## src/hdl/moving_average_window_filter_defines.svh

```systemverilog
// ============================================================================
// Moving average window filter: assertion macros
// Concurrent assertion helpers shared by the filter's modules. The checks
// drop away when SYNTH is defined.
// ============================================================================
`ifndef MOVING_AVERAGE_WINDOW_FILTER_DEFINES_SVH
`define MOVING_AVERAGE_WINDOW_FILTER_DEFINES_SVH

`ifndef SYNTH
// Property must hold at every rising edge outside reset.
`define MAWF_ASSERT(label, clk, rst_n, prop, msg) \
    label: assert property (@(posedge clk) disable iff (!rst_n) prop) else $error(msg);
// Condition must never be seen at a rising edge outside reset.
`define MAWF_ASSERT_NEVER(label, clk, rst_n, cond, msg) \
    label: assert property (@(posedge clk) disable iff (!rst_n) !(cond)) else $error(msg);
`else
`define MAWF_ASSERT(label, clk, rst_n, prop, msg)
`define MAWF_ASSERT_NEVER(label, clk, rst_n, cond, msg)
`endif

`endif

```

## src/hdl/maf_pkg.sv

```systemverilog
// ============================================================================
// Moving average window filter: package
// Shared widths, reset values and width helpers.
// ============================================================================
package maf_pkg;

    // Field widths
    localparam int SAMPLE_W   = 16;
    localparam int MEAN_W     = 24;
    localparam int FILL_W     = 5;
    localparam int WL_W       = 5;
    localparam int FRAC_W     = 8;

    // Default ring depth and window length after reset
    localparam int MAX_WINDOW = 16;
    localparam logic [WL_W-1:0] WL_RESET = 5'd5;

    // Depth of the queue between the front and back ends
    localparam int QUEUE_DEPTH = 2;

    // Quotient bits resolved per divider cycle
    localparam int DIV_STEP = 4;

    // Width of a count that can reach max_win
    function automatic int count_width(input int max_win);
        return $clog2(max_win + 1);
    endfunction

    // Width of a running sum of max_win samples
    function automatic int sum_width(input int max_win);
        return SAMPLE_W + $clog2(max_win + 1);
    endfunction

endpackage

```

## src/hdl/maf_queue.sv

```systemverilog
// ============================================================================
// Moving average window filter: decoupling queue
// Small first-in first-out buffer between the front and back ends.
// ============================================================================
module maf_queue #(
    parameter int WIDTH = 8
) (
    input  logic             i_clk,
    input  logic             i_rst_n,
    input  logic             i_push,
    output logic             o_room,
    input  logic [WIDTH-1:0] i_data,
    output logic             o_valid,
    input  logic             i_pop,
    output logic [WIDTH-1:0] o_data
);

    localparam int DEPTH = maf_pkg::QUEUE_DEPTH;
    localparam int PTR_W = (DEPTH > 1) ? $clog2(DEPTH) : 1;
    localparam int CNT_W = $clog2(DEPTH + 1);

    logic [WIDTH-1:0] r_store [DEPTH];
    logic [PTR_W-1:0] r_wr_ptr;
    logic [PTR_W-1:0] r_rd_ptr;
    logic [CNT_W-1:0] r_count;
    logic             push_ok;
    logic             pop_ok;

    assign push_ok = i_push && o_room;
    assign pop_ok  = i_pop && o_valid;
    assign o_room  = (r_count != CNT_W'(DEPTH));
    assign o_valid = (r_count != '0);
    assign o_data  = r_store[r_rd_ptr];

    // Storage is written at the tail.
    always_ff @(posedge i_clk) begin
        if (push_ok) begin
            r_store[r_wr_ptr] <= i_data;
        end
    end

    // Pointers wrap at the queue depth; the count tracks occupancy.
    always_ff @(posedge i_clk) begin
        if (!i_rst_n) begin
            r_wr_ptr <= '0;
            r_rd_ptr <= '0;
            r_count  <= '0;
        end else begin
            if (push_ok) begin
                r_wr_ptr <= (r_wr_ptr == PTR_W'(DEPTH - 1)) ? '0 : r_wr_ptr + 1'b1;
            end
            if (pop_ok) begin
                r_rd_ptr <= (r_rd_ptr == PTR_W'(DEPTH - 1)) ? '0 : r_rd_ptr + 1'b1;
            end
            unique case ({push_ok, pop_ok})
                2'b10:   r_count <= r_count + 1'b1;
                2'b01:   r_count <= r_count - 1'b1;
                default: r_count <= r_count;
            endcase
        end
    end

endmodule

```

## src/hdl/maf_front.sv

```systemverilog
// ============================================================================
// Moving average window filter: front end
// Accepts samples, keeps the sample ring and the running sum, and hands the
// updated sum and fill count to the queue.
// ============================================================================
`include "moving_average_window_filter_defines.svh"

module maf_front #(
    parameter int MAX_WINDOW = maf_pkg::MAX_WINDOW
) (
    input  logic                                          i_clk,
    input  logic                                          i_rst_n,
    input  logic                                          i_cfg_we,
    input  logic [maf_pkg::WL_W-1:0]                      i_cfg_data,
    input  logic                                          i_valid,
    output logic                                          o_ready,
    input  logic [maf_pkg::SAMPLE_W-1:0]                  i_sample,
    input  logic                                          i_q_room,
    output logic                                          o_q_push,
    output logic [maf_pkg::sum_width(MAX_WINDOW)-1:0]     o_q_sum,
    output logic [maf_pkg::count_width(MAX_WINDOW)-1:0]   o_q_count
);

    localparam int SW = maf_pkg::SAMPLE_W;
    localparam int CW = maf_pkg::count_width(MAX_WINDOW);
    localparam int PW = $clog2(MAX_WINDOW);
    localparam int SUM_W = maf_pkg::sum_width(MAX_WINDOW);

    typedef enum logic {
        S_IDLE,
        S_UPDATE
    } t_state;

    t_state                    r_state;
    logic [maf_pkg::WL_W-1:0]  r_wl;
    logic [PW-1:0]             r_wp;
    logic [CW-1:0]             r_held;
    logic [SUM_W-1:0]          r_sum;
    logic [SW-1:0]             r_sample;
    logic [PW-1:0]             r_wp_use;
    logic                      r_full;
    logic [SW-1:0]             r_rd;
    logic [SW-1:0]             r_ring [MAX_WINDOW];

    logic [CW-1:0]             win;
    logic [PW-1:0]             n_wp_use;
    logic [CW-1:0]             wp_inc;
    logic [PW-1:0]             n_wp;
    logic [CW-1:0]             n_held;
    logic [SUM_W-1:0]          n_sum;
    logic                      accept;

    // Effective window: zero means one, anything above the ring depth saturates.
    always_comb begin
        if (32'(r_wl) > MAX_WINDOW) begin
            win = CW'(MAX_WINDOW);
        end else if (r_wl == '0) begin
            win = CW'(1);
        end else begin
            win = CW'(r_wl);
        end
    end

    assign o_ready = (r_state == S_IDLE) && i_q_room;
    assign accept  = i_valid && o_ready;

    // Slot taken by the incoming word; a stale pointer beyond the window restarts at zero.
    assign n_wp_use = (CW'(r_wp) >= win) ? '0 : r_wp;

    // Running sum, fill count and pointer after the word has gone in.
    always_comb begin
        n_sum  = r_sum - (r_full ? SUM_W'(r_rd) : '0) + SUM_W'(r_sample);
        n_held = r_full ? win : r_held + 1'b1;
        wp_inc = CW'(r_wp_use) + 1'b1;
        n_wp   = (wp_inc >= win) ? '0 : PW'(wp_inc);
    end

    assign o_q_push  = (r_state == S_UPDATE);
    assign o_q_sum   = n_sum;
    assign o_q_count = n_held;

    // Sample ring: the oldest word is read on acceptance and overwritten while in S_UPDATE.
    always_ff @(posedge i_clk) begin
        if (r_state == S_UPDATE) begin
            r_ring[r_wp_use] <= r_sample;
        end
        if (accept) begin
            r_rd <= r_ring[n_wp_use];
        end
    end

    // Control state and history registers.
    always_ff @(posedge i_clk) begin
        if (!i_rst_n) begin
            r_state  <= S_IDLE;
            r_wl     <= maf_pkg::WL_RESET;
            r_wp     <= '0;
            r_held   <= '0;
            r_sum    <= '0;
            r_wp_use <= '0;
            r_full   <= 1'b0;
            r_sample <= '0;
        end else if (i_cfg_we) begin
            // A new window length empties the history.
            r_wl   <= i_cfg_data;
            r_wp   <= '0;
            r_held <= '0;
            r_sum  <= '0;
        end else begin
            unique case (r_state)
                S_IDLE: begin
                    if (accept) begin
                        r_sample <= i_sample;
                        r_wp_use <= n_wp_use;
                        r_full   <= (r_held >= win);
                        r_state  <= S_UPDATE;
                    end
                end
                S_UPDATE: begin
                    r_sum   <= n_sum;
                    r_held  <= n_held;
                    r_wp    <= n_wp;
                    r_state <= S_IDLE;
                end
                default: r_state <= S_IDLE;
            endcase
        end
    end

    // The history never holds more words than the window allows.
    `MAWF_ASSERT(a_held_in_window, i_clk, i_rst_n, r_held <= win, "fill count beyond window")
    // The write pointer always lies inside the window.
    `MAWF_ASSERT(a_wp_in_window, i_clk, i_rst_n, CW'(r_wp) < win, "write pointer beyond window")
    // An accepted word is pushed to the queue on the next cycle when no configuration write comes with it.
    `MAWF_ASSERT(a_accept_push, i_clk, i_rst_n, (accept && !i_cfg_we) |=> o_q_push, "accepted word not pushed")

endmodule

```

## src/hdl/maf_back.sv

```systemverilog
// ============================================================================
// Moving average window filter: back end
// Divides the scaled running sum by the fill count, several quotient bits per
// cycle, and holds the result in the output register.
// ============================================================================
`include "moving_average_window_filter_defines.svh"

module maf_back #(
    parameter int MAX_WINDOW = maf_pkg::MAX_WINDOW
) (
    input  logic                                          i_clk,
    input  logic                                          i_rst_n,
    input  logic                                          i_q_valid,
    output logic                                          o_q_pop,
    input  logic [maf_pkg::sum_width(MAX_WINDOW)-1:0]     i_q_sum,
    input  logic [maf_pkg::count_width(MAX_WINDOW)-1:0]   i_q_count,
    output logic                                          o_valid,
    input  logic                                          i_ready,
    output logic [maf_pkg::MEAN_W-1:0]                    o_mean_value,
    output logic [maf_pkg::FILL_W-1:0]                    o_fill_count
);

    localparam int CW    = maf_pkg::count_width(MAX_WINDOW);
    localparam int SUM_W = maf_pkg::sum_width(MAX_WINDOW);
    localparam int STEP  = maf_pkg::DIV_STEP;
    localparam int DVD_W = SUM_W + maf_pkg::FRAC_W;
    localparam int ITER  = (DVD_W + STEP - 1) / STEP;
    localparam int PAD_W = ITER * STEP;
    localparam int IT_W  = $clog2(ITER + 1);

    typedef enum logic [1:0] {
        S_IDLE,
        S_DIVIDE,
        S_DONE
    } t_state;

    t_state                     r_state;
    logic [PAD_W-1:0]           r_dvd;
    logic [CW:0]                r_rem;
    logic [CW-1:0]              r_div;
    logic [IT_W-1:0]            r_cnt;
    logic                       r_ovalid;
    logic [maf_pkg::MEAN_W-1:0] r_mean;
    logic [maf_pkg::FILL_W-1:0] r_fill;
    logic [PAD_W-1:0]           n_dvd;
    logic [CW:0]                n_rem;
    logic                       out_free;

    assign o_q_pop      = (r_state == S_IDLE) && i_q_valid;
    assign out_free     = !r_ovalid || i_ready;
    assign o_valid      = r_ovalid;
    assign o_mean_value = r_mean;
    assign o_fill_count = r_fill;

    // Restoring division: shift a dividend bit into the remainder, subtract when it fits.
    always_comb begin
        logic [CW:0] trial;
        n_rem = r_rem;
        n_dvd = r_dvd;
        for (int k = 0; k < STEP; k++) begin
            trial = {n_rem[CW-1:0], n_dvd[PAD_W-1]};
            n_dvd = {n_dvd[PAD_W-2:0], 1'b0};
            if (trial >= {1'b0, r_div}) begin
                n_rem    = trial - {1'b0, r_div};
                n_dvd[0] = 1'b1;
            end else begin
                n_rem = trial;
            end
        end
    end

    // Divider sequencing and output register.
    always_ff @(posedge i_clk) begin
        if (!i_rst_n) begin
            r_state  <= S_IDLE;
            r_cnt    <= '0;
            r_ovalid <= 1'b0;
        end else begin
            // The result register fills from a finished division and empties on a handshake.
            if (r_state == S_DONE && out_free) begin
                r_ovalid <= 1'b1;
            end else if (r_ovalid && i_ready) begin
                r_ovalid <= 1'b0;
            end
            unique case (r_state)
                S_IDLE: begin
                    if (i_q_valid) begin
                        r_dvd   <= PAD_W'({i_q_sum, {maf_pkg::FRAC_W{1'b0}}});
                        r_div   <= i_q_count;
                        r_rem   <= '0;
                        r_cnt   <= '0;
                        r_state <= S_DIVIDE;
                    end
                end
                S_DIVIDE: begin
                    r_dvd <= n_dvd;
                    r_rem <= n_rem;
                    r_cnt <= r_cnt + 1'b1;
                    if (r_cnt == IT_W'(ITER - 1)) begin
                        r_state <= S_DONE;
                    end
                end
                S_DONE: begin
                    if (out_free) begin
                        r_mean  <= r_dvd[maf_pkg::MEAN_W-1:0];
                        r_fill  <= maf_pkg::FILL_W'(r_div);
                        r_state <= S_IDLE;
                    end
                end
                default: r_state <= S_IDLE;
            endcase
        end
    end

    // The iteration count never runs past the last quotient digit.
    `MAWF_ASSERT(a_cnt_range, i_clk, i_rst_n, r_cnt <= IT_W'(ITER), "divider count overrun")
    // A division is never started with a zero divisor.
    `MAWF_ASSERT_NEVER(a_div_zero, i_clk, i_rst_n, (r_state != S_IDLE) && (r_div == '0), "zero divisor")
    // A new result appears only out of a finished division.
    `MAWF_ASSERT(a_out_from_done, i_clk, i_rst_n, $rose(r_ovalid) |-> $past(r_state) == S_DONE, "result without division")

endmodule

```

## src/hdl/moving_average_window_filter.sv

```systemverilog
// ============================================================================
// Moving average window filter
// Mean of the most recent samples held in a ring, as unsigned Q16.8.
// ============================================================================
// Usage:
//   Input channel i_valid/o_ready carries one 16-bit sample word. Output
//   channel o_valid/i_ready carries one result word per sample: the mean in
//   Q16.8, truncated, and the number of samples it was taken over.
//   Writing i_cfg_data with i_cfg_we sets the window length (zero acts as one,
//   values above MAX_WINDOW saturate) and empties the history; write only
//   while the filter is idle.
//   The front end takes a new sample only while idle: on acceptance it reads
//   the oldest ring entry, and in its update state it writes the new sample
//   and updates the running sum. The back end divides 4 quotient bits per
//   cycle and takes a new word from the queue only after its last result has
//   gone to the output register. The divider sets the sustained rate.
//   A two-word queue and the output register let the front end keep taking
//   samples while the receiver stalls; once both fill, o_ready drops.
//   After reset the window length is 5 and the history is empty; no
//   clearing pass is needed.
// ============================================================================
module moving_average_window_filter #(
    parameter int MAX_WINDOW = maf_pkg::MAX_WINDOW
) (
    input  logic                         i_clk,
    input  logic                         i_rst_n,
    input  logic                         i_cfg_we,
    input  logic [maf_pkg::WL_W-1:0]     i_cfg_data,
    input  logic                         i_valid,
    output logic                         o_ready,
    input  logic [maf_pkg::SAMPLE_W-1:0] i_sample,
    output logic                         o_valid,
    input  logic                         i_ready,
    output logic [maf_pkg::MEAN_W-1:0]   o_mean_value,
    output logic [maf_pkg::FILL_W-1:0]   o_fill_count
);

    localparam int CW    = maf_pkg::count_width(MAX_WINDOW);
    localparam int SUM_W = maf_pkg::sum_width(MAX_WINDOW);
    localparam int QW    = SUM_W + CW;

    logic             q_room;
    logic             q_push;
    logic [SUM_W-1:0] push_sum;
    logic [CW-1:0]    push_count;
    logic             q_valid;
    logic             q_pop;
    logic [QW-1:0]    q_data;

    // Front end: sample ring and running sum.
    maf_front #(
        .MAX_WINDOW (MAX_WINDOW)
    ) u_front (
        .i_clk      (i_clk),
        .i_rst_n    (i_rst_n),
        .i_cfg_we   (i_cfg_we),
        .i_cfg_data (i_cfg_data),
        .i_valid    (i_valid),
        .o_ready    (o_ready),
        .i_sample   (i_sample),
        .i_q_room   (q_room),
        .o_q_push   (q_push),
        .o_q_sum    (push_sum),
        .o_q_count  (push_count)
    );

    // Queue between the two ends.
    maf_queue #(
        .WIDTH (QW)
    ) u_queue (
        .i_clk   (i_clk),
        .i_rst_n (i_rst_n),
        .i_push  (q_push),
        .o_room  (q_room),
        .i_data  ({push_sum, push_count}),
        .o_valid (q_valid),
        .i_pop   (q_pop),
        .o_data  (q_data)
    );

    // Back end: divider and output register.
    maf_back #(
        .MAX_WINDOW (MAX_WINDOW)
    ) u_back (
        .i_clk        (i_clk),
        .i_rst_n      (i_rst_n),
        .i_q_valid    (q_valid),
        .o_q_pop      (q_pop),
        .i_q_sum      (q_data[QW-1:CW]),
        .i_q_count    (q_data[CW-1:0]),
        .o_valid      (o_valid),
        .i_ready      (i_ready),
        .o_mean_value (o_mean_value),
        .o_fill_count (o_fill_count)
    );

endmodule
```

## config.mk

```make
export PLATFORM = sky130hd
export DESIGN_NAME = moving_average_window_filter
export DESIGN_NICKNAME = d
export VERILOG_FILES = /design/src/hdl/maf_pkg.sv /design/src/hdl/maf_queue.sv /design/src/hdl/maf_front.sv /design/src/hdl/maf_back.sv /design/src/hdl/moving_average_window_filter.sv
export VERILOG_INCLUDE_DIRS = /design/src /design/src/hdl
export SDC_FILE = /design/constraint.sdc
export NUM_CORES = 1
export LEC_CHECK = 0
export ABC_AREA = 0
export BUFFER_PORTS_ARGS = -buffer_cell sky130_fd_sc_hd__buf_2
export CAP_MARGIN = 30
export CORE_MARGIN = 2
export CORE_UTILIZATION = 60
export CTS_CLUSTER_DIAMETER = 120
export CTS_CLUSTER_SIZE = 25
export DETAILED_ROUTE_END_ITERATION = 10
export GPL_TIMING_DRIVEN = 0
export PLACE_DENSITY = 0.77
export SLEW_MARGIN = 10
export SYNTH_ARGS = -nofsm -noshare
export SYNTH_HDL_FRONTEND = slang
export SYNTH_HIERARCHICAL = 1
export SYNTH_SLANG_ARGS = --single-unit
```

## constraint.sdc

```tcl
create_clock -name i_clk -period 17.3 [get_ports i_clk]
set_input_delay 2.595 -clock i_clk [delete_from_list [all_inputs] [get_ports i_clk]]
set_output_delay 2.595 -clock i_clk [all_outputs]
set_load 0.005 [all_outputs]
```

* After elaboration in Yosys (flattened, before gate mapping)
Memory sizes are Yosys's and may differ from the RTL's. A register that Yosys moved wholly into a read port is not among the register bits.
Cells that the tools add are included.
** Storage, ports and cells
- Register bits :: 139
- Memory bits (writable) :: 308
- Input bits :: 26
- Output and inout bits :: 31
- Word-level logic and storage cells :: 113
- Memories :: 2
** Memories
- u_front.r_ring :: depth 16, bits a word 16, read ports 1, clocked after memory_dff 1, wr ports 1, RTL line maf_front.sv:43 : logic [SW-1:0] r_ring [MAX_WINDOW];
- u_queue.r_store :: depth 2, bits a word 26, read ports 1, clocked after memory_dff 1, wr ports 1, RTL line maf_queue.sv:22 : logic [WIDTH-1:0] r_store [DEPTH];
** Cells by class
- Add/sub/neg operators :: 13
- Magnitude comparators :: 8
- Eq/ne operators :: 9
- Multiplexer cells :: 37
- Bitwise gates (word level) :: 3
- Reductions and logical operators :: 22
** Operators with widths (number)
- 32-bit case mux with 2 select lines :: 1
- 5-bit 2-to-1 mux :: 8
- 32-bit 2-to-1 mux :: 1
- 6-bit by 5-bit greater-or-equal comparator with 1-bit output :: 4
- 21-bit by 16-bit adder with 21-bit output :: 1
- 21-bit subtractor :: 1
- 5-bit subtractor :: 4
- 16-bit 2-to-1 mux :: 1
- 1-bit 2-to-1 mux :: 15
- 3-bit AND reduction :: 5
- 4-bit 2-to-1 mux :: 3
- 5-bit greater-or-equal comparator :: 2
- 5-bit case mux with 2 select lines :: 1
- 4-bit case mux with 2 select lines :: 1
- 2-bit nonzero test :: 4
- 1-bit logical AND :: 7
- 2-bit 2-to-1 mux :: 3
- 2-bit by 1-bit inequality test with 1-bit output, second input constant :: 3
- 2-bit case mux with 3 select lines :: 1
- 4-bit by 1-bit adder with 5-bit output, second input constant :: 1
- 5-bit by 1-bit adder with 5-bit output, second input constant :: 1
- 4-bit by 5-bit greater-or-equal comparator with 1-bit output :: 1
- 5-bit greater-than comparator, second input constant :: 1
- 5-bit zero test :: 1
- 16 further kinds :: 21

* Depth between registers and ports, before layout
Gate-level depths: netlist of the first run.
- Word-level depth :: 9
- Gate-level depth with buffers :: 30
- Gate-level depth less buffers :: 29

* By module
Netlist of the first run, hierarchy kept.
** Modules (own cells, without submodules)
- maf_front :: instances 1, cells an instance 1285, area each 15372.2 um^2, sequential area each 9308.9 um^2
- maf_back :: instances 1, cells an instance 330, area each 3946.3 um^2, sequential area each 2272.2 um^2
- maf_queue :: instances 1, cells an instance 105, area each 2104.5 um^2, sequential area each 1661.6 um^2

* Least setup slack after synthesis of the first run
Ideal clock, no wire load.
- Path kind :: reg2reg
- Start point :: reg u_back.r_div[1]
- End point :: reg u_back.r_rem[2], data pin
- Setup time :: 0.261 ns
- Arrival :: 6.548 ns
- Data required time :: 17.039 ns
- Path slack :: 10.492 ns
- Stages on the path, launching flop included :: 27
- Buffers on the path :: 1
- Period minus slack after synthesis :: 6.808 ns
- Cell sequence :: edfxtp_1 inv_1 fa_1 a21oi_1 a2bb2oi_4 and2_1 buf_2 mux2_2 ha_1 a41o_1 o22a_1 nor3_2 mux2_1 fa_1 nand2b_1 a21oi_1 o22ai_1 o211ai_2 mux2i_1 fa_1 a21o_1 a21oi_1 nand2_1 a21oi_1 o41ai_2 or2_1 o311a_1
** Between the ends
- Cells in the longest elaborated chain, start to end :: 9
- Elaborated cells between the ends (all ways) :: 13
- Those cells by class :: add/sub (4); order compare (4); mux (5)
** RTL lines
- from (decl) :: RTL line maf_back.sv:40 : logic [CW-1:0] r_div;
- from (signal assigned) :: RTL line maf_back.sv:89 : r_div <= i_q_count;
- 5-bit subtractor / 6-bit by 5-bit greater-or-equal comparator with 1-bit output (equally long branches) :: RTL line maf_back.sv:64, maf_back.sv:63
- 5-bit 2-to-1 mux :: RTL line maf_back.sv:63 : if (trial >= {1'b0, r_div}) begin
- 5-bit subtractor / 6-bit by 5-bit greater-or-equal comparator with 1-bit output (equally long branches) :: RTL line maf_back.sv:64, maf_back.sv:63
- 5-bit 2-to-1 mux :: RTL line maf_back.sv:63
- 5-bit subtractor / 6-bit by 5-bit greater-or-equal comparator with 1-bit output (equally long branches) :: RTL line maf_back.sv:64, maf_back.sv:63
- 5-bit 2-to-1 mux :: RTL line maf_back.sv:63
- 6-bit by 5-bit greater-or-equal comparator with 1-bit output / 5-bit subtractor (equally long branches) :: RTL line maf_back.sv:63, maf_back.sv:64
- 5-bit 2-to-1 mux (*) :: RTL line maf_back.sv:63
- 5-bit case mux with 2 select lines (*) :: RTL line maf_back.sv:85 : unique case (r_state)
- to (signal assigned) :: RTL line maf_back.sv:97 : r_rem <= n_rem;
- to (decl) :: RTL line maf_back.sv:39 : logic [CW:0] r_rem;
Mark *: on every way between the ends. The rest lies on a longest branch, timed or not.
A chain may end at the register's enable or synchronous reset.

* Worst setup path in the final report of the first run
Ends and elaborated chain as after synthesis.

==> impl_metrics.toml, run 1 <==
[placement]
routabilityCongestion = 0.9542
hpwl_microns = 34790
portBuffers = 55
dpl_cell_area_sq_mm = 0.02239
post-place-ws_ns = 9.367

[drt]
antenna_left = 0
drcViolationCount = 0
wire_per_inst_microns = 21.38
num_vias = 13740
drtIter0Drc = 1214
drt-vias-per-instance = 6.011
dr.pass1.iters = 6
routed_wl_microns = 48890

[floorplanning]
io-pin-count = 57
core_area_sq_mm = 0.03540
die_area_sq_mm = 0.03723
fp.dieH_microns = 193.0
die_w_microns = 193.0
rows = 69
initial_core_util_pct = 60.52

[sta]
rsz0062_at_grt = "false"
finClkSkew_ns = 0.02257
fin_hold_ws_ns = 0.4590
min_period_ns = 7.940
worst_slew_pin_slew_ns = 1.037
fmax_mhz = 125.9
hold_viol = 0
slew_viol_final = 0
fin_ws_ns = 9.360
setup_tns_ns = 0
fin_crit_sh_pct = 45.90
final-setup-viol-count = 0
relSlewSlack_pct = 30.77

[setup_path]
critPathSlowestCell = "nor3_2"
cp-startpoint = "u_back/r_div[1]"
endpoint_kind = "flip-flop"
crit_top_cell = "a21oi_1"
required_ns = 17.60
worst_ep_arrival_time_ns = 8.24
critPathBufInv = 2
cp_max_fo = 7
crit_family = "compound AO/OA/AOI/OAI gates"
critical_path_depth = 27
ff2ff_path_depth = 27
r2r_end = "u_back/r_rem[2]"
cp-endpoint = "u_back/r_rem[2]"
r2r-start = "u_back/r_div[1]"
rrSetupSlack_ns = 9.36
max_stage_delay_ns = 0.55
critPathLaunchType = "flip-flop"
worstSetupPathType = "reg2reg"

[clock_tree]
cts_root_buf = "clkbuf_16"
cts_buffers = 22
htree_levels = 1
post-cts-setup-buffer-count = 0
cts-resized-gates = 0
cts_hold_buf = 0
insertion_delay_ns = 0.56
tritoncts = "built"
cts.sinks = 464
path_clk_slew_ns = 0.10
cts.path.max_buffers = 3

[worst_hold_path]
holdCritPathClass = "reg2reg"

[synth]
synth-seq-area-share_pct = 61.82
syn-mean-instance-area_sq_um = 12.46
synth_cell_type_count = 89
syn-instance-count = 1720
ys_warn_count = 6
synth_edf_count = 395
synthFlopType = "edfxtp_1"
synthesis.area_sq_mm = 0.02142
ys_ff_latch = 464
synthArstFlopShare_pct = 0
synthesis.nets = 1828

[cells_and_area]
multi_input_area_sq_mm = 0.007377
diodes = 0
final_cell_mix = "395 x edfxtp_1, 198 x nand2_1, 101 x nor2_1"
drive_above_1_share_pct = 10.08
register_area_sq_mm = 0.01324
nFillCells = 2628
fin_area_sq_mm = 0.02311
nets = 1917
layout_commonest_cell = "edfxtp_1"
areaGrowthSynthToFinish_pct = 7.861

[grt]
overflow = 0
grt_first_pass_wirelength_microns = 75120
grt_max_degree = 34
grt_util_all_layers_pct = 26.83
grt_pass1_vias = 13300
antenna_found_initial = 0

[flow_run]
maxCapViolations = 0

[power_and_ir_drop]
p_per_area_mw_per_mm2 = 101.2
power.leakage_nw = 7.995
vdd_drop_max_mv = 0.09851

[status]
status = "completed"
-- per-stage QoR --
| step | total power, mW | cells | utilization [%] |
|---|---|---|---|
| finish | 2.339 | 2286 | 65.28 |
| global placement | 1.752 | 2236 | 62.93 |
| CTS | 2.342 | 2281 | 65.09 |
| detailed placement | 1.770 | 2241 | 63.25 |
| global route | 2.444 | 2286 | 65.28 |
| floorplan | 1.657 | 1720 | - |
-- cell usage after synthesis (all sizes together) (3+ instances only) --
cell type,count,area (sq um)
nor2b,16,100.1
o31ai,6,63.81
xnor2,23,201.4
and3,15,98.84
a41o,3,30.03
nor3,25,140.1
nor2,106,429.2
or2,3,18.77
nor4,4,31.28
inv,101,379.1
buf,39,255.3
o21ai,71,359.1
a21oi,89,460.5
mux2,32,360.3
and2,45,281.5
nand4,21,131.4
xor2,16,140.1
o311ai,5,43.80
edfxtp,395,11860
a211oi,23,187.7
dfxtp,69,1381
o211ai,10,80.07
o21a,7,52.55
ha,62,775.7
nand2b,12,82.58
o22ai,31,193.9
clkbuf,45,168.9
a21o,13,97.59
a2bb2oi,15,148.9
or3,4,30.03
a21boi,25,187.7
mux2i,86,864.6
nand3,32,165.2
o2bb2ai,3,26.28
a221oi,14,122.6
nand2,199,749.5
fa,20,400.4
-- worst min path at each step --
| stage | cells past startpoint | slack [ns] | start | end |
|---|---|---|---|---|
| floorplan | 0 | 0.42 | u_back/r_dvd[0] | u_back/o_mean_value[0] |
| global placement | 0 | 0.43 | u_back/r_dvd[0] | u_back/o_mean_value[0] |
| detailed placement | 0 | 0.44 | u_back/r_dvd[0] | u_back/o_mean_value[0] |
| CTS | 0 | 0.46 | u_back/r_dvd[6] | u_back/o_mean_value[6] |
| global route | 0 | 0.47 | u_back/r_dvd[6] | u_back/o_mean_value[6] |
| finish | 0 | 0.46 | u_back/r_dvd[0] | u_back/o_mean_value[0] |
-- layer usage --
metal  part of all wire, %  wire length (microns)  global-route usage, %
met5                     0                      0                      0
met1                    39                  19250                  34.52
met2                    49                  23980                  46.37
met3                   6.3                   3078                  2.335
met4                   5.3                   2571                  12.73
-- logic make-up (layout without fill, tap and decap cells) --
kind of cell | Yosys count | in the layout | synth area share, %
flip-flops | 464 | 464 | 61.82
adder cells (fa/ha/maj) | 82 | 82 | 5.490
XOR/XNOR | 39 | 39 | 1.594
multiplexers | 118 | 118 | 5.718
AND/OR/NAND/NOR | 495 | 495 | 11.05
AO/OA/AOI/OAI | 335 | 335 | 10.55
buffers and inverters | 187 | 292 | 3.785
-- sequential cells by signal, indices dropped and copies added, names as in the netlist, named ones only --
| signal | flops |
|---|---|
| u_front/r_ring | 256 |
| u_queue/r_store | 52 |
| u_back/r_dvd | 32 |
| u_back/o_mean_value | 24 |
| u_front/r_sum | 21 |
| u_front/r_rd | 16 |
| u_front/r_sample | 16 |
| u_back/o_fill_count | 5 |
| u_back/r_div | 5 |
| u_back/r_rem | 5 |
| u_front/r_held | 5 |
| u_front/r_wl | 5 |
| u_back/r_cnt | 4 |
| u_front/r_wp | 4 |
| u_front/r_wp_use | 4 |
| u_back/r_state | 2 |
| u_queue/r_count | 2 |
| u_back/o_valid | 1 |
| u_front/o_q_push | 1 |
| u_front/r_full | 1 |
| u_queue/r_rd_ptr | 1 |
| u_queue/r_wr_ptr | 1 |
-- power by group --
group	leakage (nW)	internal, mW	switching [mW]
registers	4.06	1.26	0.0214
logic	3.63	0.189	0.282
clock network	0.309	0.254	0.332
-- area by class of cell --
cell class                 instances  share of cell area, %
tap                              461                  2.496
multi-input combinational       1069                  31.93
buffer                            84                  1.836
clock inverter                     1                0.07039
inverter                         103                  1.673
clock buffer                      39                  2.751
sequential                       464                  57.31
timing repair buffer              65                  1.938
Note: power is estimated with default switching activity, not from simulation.
==> run 2, diff against run 1 <==
--- a/config.mk
+++ b/config.mk
@@ -6,11 +6,11 @@
 export SDC_FILE = /design/constraint.sdc
 export NUM_CORES = 1
 export LEC_CHECK = 0
-export ABC_AREA = 0
+export ABC_AREA = 1
 export BUFFER_PORTS_ARGS = -buffer_cell sky130_fd_sc_hd__buf_2
 export CAP_MARGIN = 30
 export CORE_MARGIN = 2
-export CORE_UTILIZATION = 60
+export CORE_UTILIZATION = 57
 export CTS_CLUSTER_DIAMETER = 120
 export CTS_CLUSTER_SIZE = 25
 export DETAILED_ROUTE_END_ITERATION = 10
==> constraint.sdc (replaced) <==
create_clock -name i_clk -period 6.68 [get_ports i_clk]
set_input_delay 1.002 -clock i_clk [delete_from_list [all_inputs] [get_ports i_clk]]
set_output_delay 1.002 -clock i_clk [all_outputs]
set_load 0.005 [all_outputs]
==> impl_metrics.toml, run 2 <==
[status]
status = "completed"

[sta]
slew_viol_final = 0
final-setup-viol-count = 0
finClkSkew_ns = 0.03035
hold_viol = 0
fin_crit_sh_pct = 93.85
min_period_ns = 6.269
rsz0062_at_grt = "false"
worst_slew_pin_slew_ns = 0.9653
fmax_mhz = 159.5
relSlewSlack_pct = 35.56
setup_tns_ns = 0

[clock_tree]
cts.sinks = 464
path_clk_slew_ns = 0.09
cts_root_buf = "clkbuf_16"
htree_levels = 1
cts_buffers = 22
cts.path.max_buffers = 3
tritoncts = "built"
insertion_delay_ns = 0.58

[worst_hold_path]
holdCritPathClass = "reg2reg"
min-delay-start = "u_back/r_dvd[19]"

[synth]
synthArstFlopShare_pct = 0
synth_area_leaders = "edfxtp_1 53%, nand2_1 8.8%, inv_1 7.0%"
yosysMostFrequentCell = "nand2_1"
synth_cell_type_count = 47
synth_top_family_by_area = "simple AND/OR/NAND/NOR gates"
synth_top_area_cell = "edfxtp_1"
synthesis.nets = 2383
synth_compound_area_share_pct = 4.427
synthFlopType = "edfxtp_1"
synth_simple_gate_area_share_pct = 19.52
synth-seq-area-share_pct = 59.46
synthMuxAreaShare_pct = 1.652
ys_ff_latch = 464
synth-xor-area-share_pct = 0.8652
synth_adder_area_share_pct = 5.281
synthesis.area_sq_mm = 0.02227
syn-instance-count = 2275
netlist.area_leader.share_pct = 53.26
synthTopCellsByCount = "521 x nand2_1, 413 x inv_1, 395 x edfxtp_1, 234 x nand3_1, 163 x nor2_1"
synth_edf_count = 395
ys_warn_count = 6
syn-mean-instance-area_sq_um = 9.790

[cells_and_area]
multi_input_area_sq_mm = 0.007123
reg_top3 = "u_front/r_ring: 256 flops, u_queue/r_store: 52 flops, u_back/r_dvd: 32 flops"
diodes = 0
final_cell_mix = "521 x nand2_1, 413 x inv_1, 395 x edfxtp_1"
largest_reg_flops = 256
nFillCells = 3047
drive_above_1_share_pct = 10.10
register_area_sq_mm = 0.01324
regMostFlops = "u_front/r_ring"
nets = 2479
final_util_pct = 62.23
layout_commonest_cell = "nand2_1"
areaGrowthSynthToFinish_pct = 7.983

[drt]
drtIter0Drc = 1260
drcViolationCount = 0
dr.pass1.iters = 5
routed_wl_microns = 50770
wire_per_inst_microns = 17.48
drt-vias-per-instance = 5.322
antenna_left = 0
num_vias = 15460

[placement]
routabilityCongestion = 1.046
hpwl_microns = 36940
portBuffers = 56

[power_and_ir_drop]
vdd_drop_max_mv = 0.2274
swShare_pct = 28.75
p_switching_mw = 1.750
p_comb_share_pct = 20.0
power.leakage_nw = 10.52
power.internal_mw = 4.336
p_per_area_mw_per_mm2 = 253.0
pwr-share-seq_pct = 55.0
p_clk_share_pct = 25.0

[setup_path]
worst_ep_arrival_time_ns = 6.56
endpoint_kind = "flip-flop"
worstSetupPathType = "reg2reg"
critPathSlowestCell = "fa_1"
critPathLaunchType = "flip-flop"
max_stage_delay_ns = 0.50
ff2ff_path_depth = 36
cp_max_fo = 10
r2r_end = "u_back/r_rem[3]"
crit_top_cell = "nand2_1"
required_ns = 6.97
r2r-start = "u_back/r_div[1]"
cp-startpoint = "u_back/r_div[1]"
rrSetupSlack_ns = 0.41
cp-endpoint = "u_back/r_rem[3]"

[grt]
antenna_found_initial = 0
grt_pass1_vias = 14750
overflow = 0
grt_max_degree = 29
grt_util_all_layers_pct = 24.99
grt_first_pass_wirelength_microns = 79140

[floorplanning]
initial_core_util_pct = 57.63
die_area_sq_mm = 0.04067
io-pin-count = 57
core_area_sq_mm = 0.03865
rows = 72
die_w_microns = 201.7
fp.dieH_microns = 201.7

[flow_run]
maxCapViolations = 0
==> run 2: changes by cell type in the layout (fill, tap and decap cells not counted), sizes merged, moves of 15 or more <==
cell	previous run	this run
nor3	25	4
nor2	106	172
a211oi	23	1
nand2	199	529
and2	45	1
a21boi	25	1
o22ai	31	1
nand3	32	243
inv	101	422
or2	3	33
nor2b	16	0
mux2i	86	0
a2bb2oi	15	0
==> run 2: kinds of logic after synthesis <==
group / Yosys count
buffers and inverters: 495
adder cells (fa/ha/maj): 82
multiplexers: 26
flip-flops: 464
XOR/XNOR: 22
AND/OR/NAND/NOR: 998
AO/OA/AOI/OAI: 188
==> run 2: area by class of cell <==
type | count | area share [%]
sequential | 464 | 55.06
multi-input combinational | 1316 | 29.62
inverter | 422 | 6.587
tap | 518 | 2.695
clock buffer | 38 | 2.581
timing repair buffer | 72 | 1.779
buffer | 73 | 1.561
clock inverter | 2 | 0.1145
==> run 2: critical path, delay by kind of cell (launching register included) <==
| family | cells | cell delay, ns |
|---|---|---|
| fa+ha+maj | 4 | 1.43 |
| buf+inv | 7 | 0.66 |
| simple gates | 17 | 1.74 |
| flops | 1 | 0.44 |
| compound gates | 8 | 1.73 |
==> run 2: power by group through the flow <==
| stage | Clock (mW) | Sequential (mW) | Combinational (mW) |
|---|---|---|---|
| global placement | 0 | 3.41 | 1.14 |
| CTS | 1.54 | 3.35 | 1.20 |
| finish | 1.52 | 3.35 | 1.22 |
| global route | 1.63 | 3.36 | 1.36 |
| detailed placement | 0 | 3.41 | 1.19 |
| floorplan | 0 | 3.38 | 0.906 |
==> run 2: routing by layer <==
| metal | share of wire [%] | global-route usage, % | vias up | wire length, microns |
|---|---|---|---|---|
| li1 | - | - | 7537 | - |
| met1 | 41 | 32.89 | 7231 | 20710 |
| met2 | 48 | 42.94 | 598 | 24480 |
| met3 | 6.8 | 2.494 | 93 | 3436 |
| met4 | 4.2 | 9.821 | 0 | 2138 |
| met5 | 0 | 0 | - | 0 |
==> run 2: through the flow <==
step | cells | power, mW | instance area [sq um] | hold slack, ns | setup WS (ns)
after floorplan | 2275 | 4.282 | 22270 | 0.4264 | 1.389
after global placement | 2849 | 4.550 | 23200 | 0.4346 | 0.5720
after detailed placement | 2860 | 4.605 | 23360 | 0.4357 | 0.3512
after CTS | 2900 | 6.089 | 24010 | 0.4581 | 0.3143
after global routing | 2905 | 6.350 | 24050 | 0.4728 | 0.002562
final | 2905 | 6.086 | 24050 | 0.4541 | 0.4108
==> run 2: worst min-delay path by stage <==
stage	to	slack, ns	cells past startpoint
after floorplan	u_back/o_fill_count[2]	0.43	0
after global placement	u_back/o_fill_count[4]	0.43	0
after detailed placement	u_back/o_mean_value[19]	0.44	0
after CTS	u_back/o_mean_value[19]	0.46	0
after global routing	u_back/o_mean_value[14]	0.47	0
final	u_back/o_mean_value[19]	0.45	0
==> run 2: what timing repair did <==
item | in CTS | in global routing
endpoints found under the setup margin | 0 | 6
resized for setup | 0 | 1
endpoints found under the hold margin | 0 | 0
setup buffers | 0 | 5
hold buffers | 0 | 0
